$ cat config.mk
export PLATFORM = sky130hd
export DESIGN_NAME = maf_ctrl
export DESIGN_NICKNAME = d
export VERILOG_FILES = /design/src/sv/maf_pkg.sv /design/src/sv/maf_ctrl.sv
export SDC_FILE = /design/constraint.sdc
export NUM_CORES = 1
export LEC_CHECK = 0
export ABC_AREA = 1
export ABC_CLOCK_PERIOD_IN_PS = 1100
export BUFFER_PORTS_ARGS = -buffer_cell sky130_fd_sc_hd__buf_2
export CAP_MARGIN = 20
export CORE_AREA = 3 3 40 42
export DETAILED_ROUTE_END_ITERATION = 8
export DIE_AREA = 0 0 43 45
export PLACE_DENSITY = 0.68
export SYNTH_ARGS = -nofsm -noshare
export SYNTH_HDL_FRONTEND = slang
export SYNTH_SLANG_ARGS = --single-unit
$ cat constraint.sdc
create_clock -name clk_i -period 1.1 [get_ports clk_i]
set_input_delay 0.22 -clock clk_i [delete_from_list [all_inputs] [get_ports clk_i]]
set_output_delay 0.22 -clock clk_i [all_outputs]
set_load 0.005 [all_outputs]
$ cat src/sv/maf_pkg.sv
// Shared constants, command/status types and controller states of the moving average filter.
`timescale 1ns / 1ps

package maf_pkg;

  // Deepest window the sample ring can hold
  localparam int WINDOW_MAX = 256;

  localparam int SAMPLE_W = 16;
  localparam int LEN_W    = 9;
  localparam int PTR_W    = (WINDOW_MAX > 1) ? $clog2(WINDOW_MAX) : 1;
  localparam int CNT_W    = $clog2(WINDOW_MAX + 1);
  localparam int SUM_W    = SAMPLE_W + PTR_W + 1;
  // Magnitude of the running sum, the dividend of the divider
  localparam int QUO_W    = SUM_W - 1;
  localparam int STEP_W   = $clog2(QUO_W);
  localparam int CMP_W    = (LEN_W > CNT_W) ? LEN_W : CNT_W;

  localparam int APB_AW   = 3;
  localparam int APB_DW   = 32;

  // Register map, word index taken from paddr[2]
  localparam logic REG_WINDOW_LENGTH = 1'b0;
  localparam logic [LEN_W-1:0] WINDOW_LENGTH_RST = LEN_W'(16);

  typedef enum logic [2:0] {
    ST_IDLE,
    ST_UPDATE,
    ST_LOAD,
    ST_DIVIDE,
    ST_DONE
  } maf_state_e;

  typedef struct packed {
    logic load_item;
    logic clear_win;
    logic update;
    logic div_init;
    logic div_step;
    logic out_load;
  } ctrl_cmd_t;

  typedef struct packed {
    logic out_busy;
  } dp_status_t;

endpackage

$ cat src/sv/maf_ctrl.sv
// Controller state machine: sequences ring read, sum update and the division steps.
`timescale 1ns / 1ps

module maf_ctrl (
  input  logic                   clk_i,
  input  logic                   rst_ni,
  input  logic                   in_valid_i,
  input  logic                   in_clear_i,
  output logic                   in_ready_o,
  input  maf_pkg::dp_status_t    status_i,
  output maf_pkg::ctrl_cmd_t     cmd_o
);

  maf_pkg::maf_state_e           state_q, state_d;
  logic [maf_pkg::STEP_W-1:0]    cnt_q, cnt_d;

  always_ff @(posedge clk_i or negedge rst_ni) begin
    if (!rst_ni) begin
      state_q <= maf_pkg::ST_IDLE;
      cnt_q   <= '0;
    end else begin
      state_q <= state_d;
      cnt_q   <= cnt_d;
    end
  end

  always_comb begin
    state_d    = state_q;
    cnt_d      = cnt_q;
    cmd_o      = '0;
    in_ready_o = 1'b0;
    case (state_q)
      maf_pkg::ST_IDLE: begin
        in_ready_o = 1'b1;
        if (in_valid_i) begin
          if (in_clear_i) begin
            cmd_o.clear_win = 1'b1;
          end else begin
            cmd_o.load_item = 1'b1;
            state_d         = maf_pkg::ST_UPDATE;
          end
        end
      end
      maf_pkg::ST_UPDATE: begin
        cmd_o.update = 1'b1;
        state_d      = maf_pkg::ST_LOAD;
      end
      maf_pkg::ST_LOAD: begin
        cmd_o.div_init = 1'b1;
        cnt_d          = maf_pkg::STEP_W'(maf_pkg::QUO_W - 1);
        state_d        = maf_pkg::ST_DIVIDE;
      end
      maf_pkg::ST_DIVIDE: begin
        cmd_o.div_step = 1'b1;
        cnt_d          = cnt_q - 1'b1;
        if (cnt_q == '0) begin
          state_d = maf_pkg::ST_DONE;
        end
      end
      maf_pkg::ST_DONE: begin
        // hold the quotient until the output register is free
        if (!status_i.out_busy) begin
          cmd_o.out_load = 1'b1;
          state_d        = maf_pkg::ST_IDLE;
        end
      end
      default: begin
        state_d = maf_pkg::ST_IDLE;
      end
    endcase
  end

  a_div_ends: assert property (@(posedge clk_i) disable iff (!rst_ni)
    (state_q == maf_pkg::ST_DIVIDE && cnt_q == '0) |=> state_q == maf_pkg::ST_DONE)
    else $error("division did not end after its last step");

  a_sample_starts_update: assert property (@(posedge clk_i) disable iff (!rst_ni)
    cmd_o.load_item |=> (state_q == maf_pkg::ST_UPDATE && !in_ready_o))
    else $error("accepted sample did not start an update");

endmodule

==> flow_metrics.tcl <==
set metrics [dict create \
    worst_pin_slew_ns 0.203 \
    synth.avg_cell_area_um2 7.78 \
    drtPass1Iterations 4 \
    path_class "reg -> out" \
    hp-start "status_i" \
    drive_above_1_share_pct 51.9 \
    timing.final.hold_violations 0 \
    routed_wl_mm 1.15 \
    worstPathRequired_ns 0.88 \
    p_per_area_nw_per_um2 2740 \
    cap_violations 0 \
    hold_class "in -> reg" \
    cts_tree "yes" \
    final_nets 89 \
    fin_ws_ns -0.249 \
    die_width_um 43 \
    clk_path_buf_depth 2 \
    whs_endpoint "state_q[2]" \
    vias 472 \
    reg2reg_depth 7 \
    maxSlewHeadroom_pct 86.3 \
    worstReg2RegStart "state_q[2]" \
    cts.clk_slew.worst_paths_ns 0.05 \
    htreeDepth 1 \
    ys_seq_area_share_pct 42.9 \
    core_um2 1280 \
    routed.top_layer "met4" \
    ir_drop_v 0.00116 \
    grt_pass1_vias 476 \
    gp_congestion 0.741 \
    die_area_um2 1940 \
    cts_made_buffers 3 \
    synth.ff_latch_count 8 \
    grt.total_usage_pct 15.1 \
    status "finished, violations left" \
    grt_antenna_before_repair 0 \
    fin_crit_sh_pct 123 \
    die_y_um 45 \
    rows 13 \
    drv_slew 0 \
    min_path_cells 3 \
    m1WireLength_um 452 \
    worstPathMaxFanout 6 \
    drtIter0Drc 7 \
    wl_per_cell_um 11.9 \
    grt_pass1_wl_mm 2.01 \
    ios 12 \
    r2r_slack_ns -0.02 \
    syn-instance-count 60 \
    end_kind "output port" \
    layout_common_cells "nand2_1, buf_2, inv_1" \
    clock_skew_ns 0.00407 \
    worst_ep_arrival_time_ns 1.13 \
    rsz0062_at_grt "true" \
    drc 0 \
    violations "negative setup slack" \
    wl_met3_um 22 \
    grt_overflow 0 \
    ant_nets 0 \
    synthToLayoutAreaGrowth_pct 53.6 \
    pre_cts_slack_ns -0.0565 \
    start_util_pct 36.3 \
    insertedDiodeCount 0 \
    fin_crit_ns 1.35 \
    wl_met2_um 623 \
    cts_sinks 8 \
    port_buffers 11 \
    root_buffer "clkbuf_4" \
    worstSkewPairLatency_ns 0.26 \
    fin_util_pct 55.8 \
    leakagePower_uw 0.000370 \
    grt_max_degree 9 \
    fmax_ghz 0.741 \
    regToRegEndpoint "cnt_q[2]" \
    yosysWarnings 0 \
    viasPerCell 4.92 \
    synth_cell_type_count 20 \
    syn_nets 66 \
    timing.final.setup_violations 9 \
    dp_hpwl_um 799 \
    startpoint_type "flip-flop" \
    syn_area_um2 467 \
]
[metal layers]
layer	vias to the layer above	track usage [%]
met2	8	26.3
met4	0	12.7
met5	-	0
met3	5	3.59
met1	223	15.4
li1	236	-
[report_power, final]
| part | internal, uW | leakage (uW) | total, uW | switching (uW) |
|---|---|---|---|---|
| logic | 556 | 0.000267 | 1200 | 645 |
| registers | 412 | 0.0000892 | 536 | 124 |
| clock network | 125 | 0.0000138 | 226 | 101 |
[synthesized netlist by cell type]
library cell | instances | area, um2
nand3b_1 | 1 | 7.51
nor2_1 | 7 | 26.3
nand2_4 | 1 | 11.3
dfrtp_1 | 8 | 200
a21oi_1 | 1 | 5.00
nand3_1 | 4 | 20.0
inv_2 | 2 | 7.51
nor2_2 | 1 | 6.26
o21ai_1 | 3 | 15.0
a22oi_2 | 1 | 12.5
nor3_1 | 1 | 5.00
clkinv_4 | 1 | 8.76
nand2_1 | 12 | 45.0
ha_1 | 1 | 12.5
nand3_4 | 1 | 17.5
nand2_2 | 1 | 6.26
nor4_1 | 1 | 6.26
nand4_1 | 1 | 6.26
inv_1 | 10 | 37.5
o21ai_0 | 2 | 10.0
[through the flow]
stage                     cell area, um2  power (uW)  hold slack, ns  TNS (ns)  std cells
after floorplan                      467        1050         -0.0756         0         60
after global placement               571        1330          0.0716   -0.0983         90
after detailed placement             571        1360          0.0729    -0.260         90
after CTS                            668        1830           0.285     -1.60         96
after global routing                 717        2150           0.289     -2.26         96
final                                717        1960           0.287     -1.56         96
[final cells by class]
cell class / count / area, um2
fillers: 127 / 568
well taps: 15 / 18.8
repair buffers: 18 / 124
inverters: 13 / 53.8
multi-input cells: 39 / 295
clock buffers: 3 / 22.5
flip-flops and latches: 8 / 203
[cell families (layout without fill, tap and decap cells)]
kind of cell	count (synthesis)	in the layout	share of synthesized area, %
AND/OR/NAND/NOR	31	31	33.8
adder cells (fa/ha/maj)	1	1	2.68
flip-flops	8	8	42.9
buffers and inverters	13	34	11.5
AO/OA/AOI/OAI	7	7	9.11
[registers in the layout, summed over array words and instances, names as in the netlist]
signal   flops
cnt_q        5
state_q      3
[worst max-delay path, cell delays in order (launching register included)]
cell and delay, ns:
dfrtp_2 0.46, nor4_1 0.27, buf_2 0.15
[worst max path at each step]
stage / startpoint / to / slack [ns]
4_1_cts: state_q[2] / cmd_o[5] / -0.25
6_report: state_q[1] / cmd_o[0] / -0.25
5_1_grt: state_q[0] / cmd_o[2] / -0.32
3_3_place_gp: state_q[0] / cmd_o[2] / -0.03
3_5_place_dp: cnt_q[1] / state_q[1] / -0.06
2_1_floorplan: cnt_q[0] / state_q[0] / 0.008
[timing repair]
action | in CTS | in global routing
pin swaps | 5 | 7
setup buffers | 2 | 1
endpoints found under the setup margin | 12 | 13
endpoints found under the hold margin | 8 | 0
cloned | 0 | 0
gates resized for setup | 14 | 13
hold buffers | 1 | 0
Note: power is estimated with default switching activity, not from simulation.
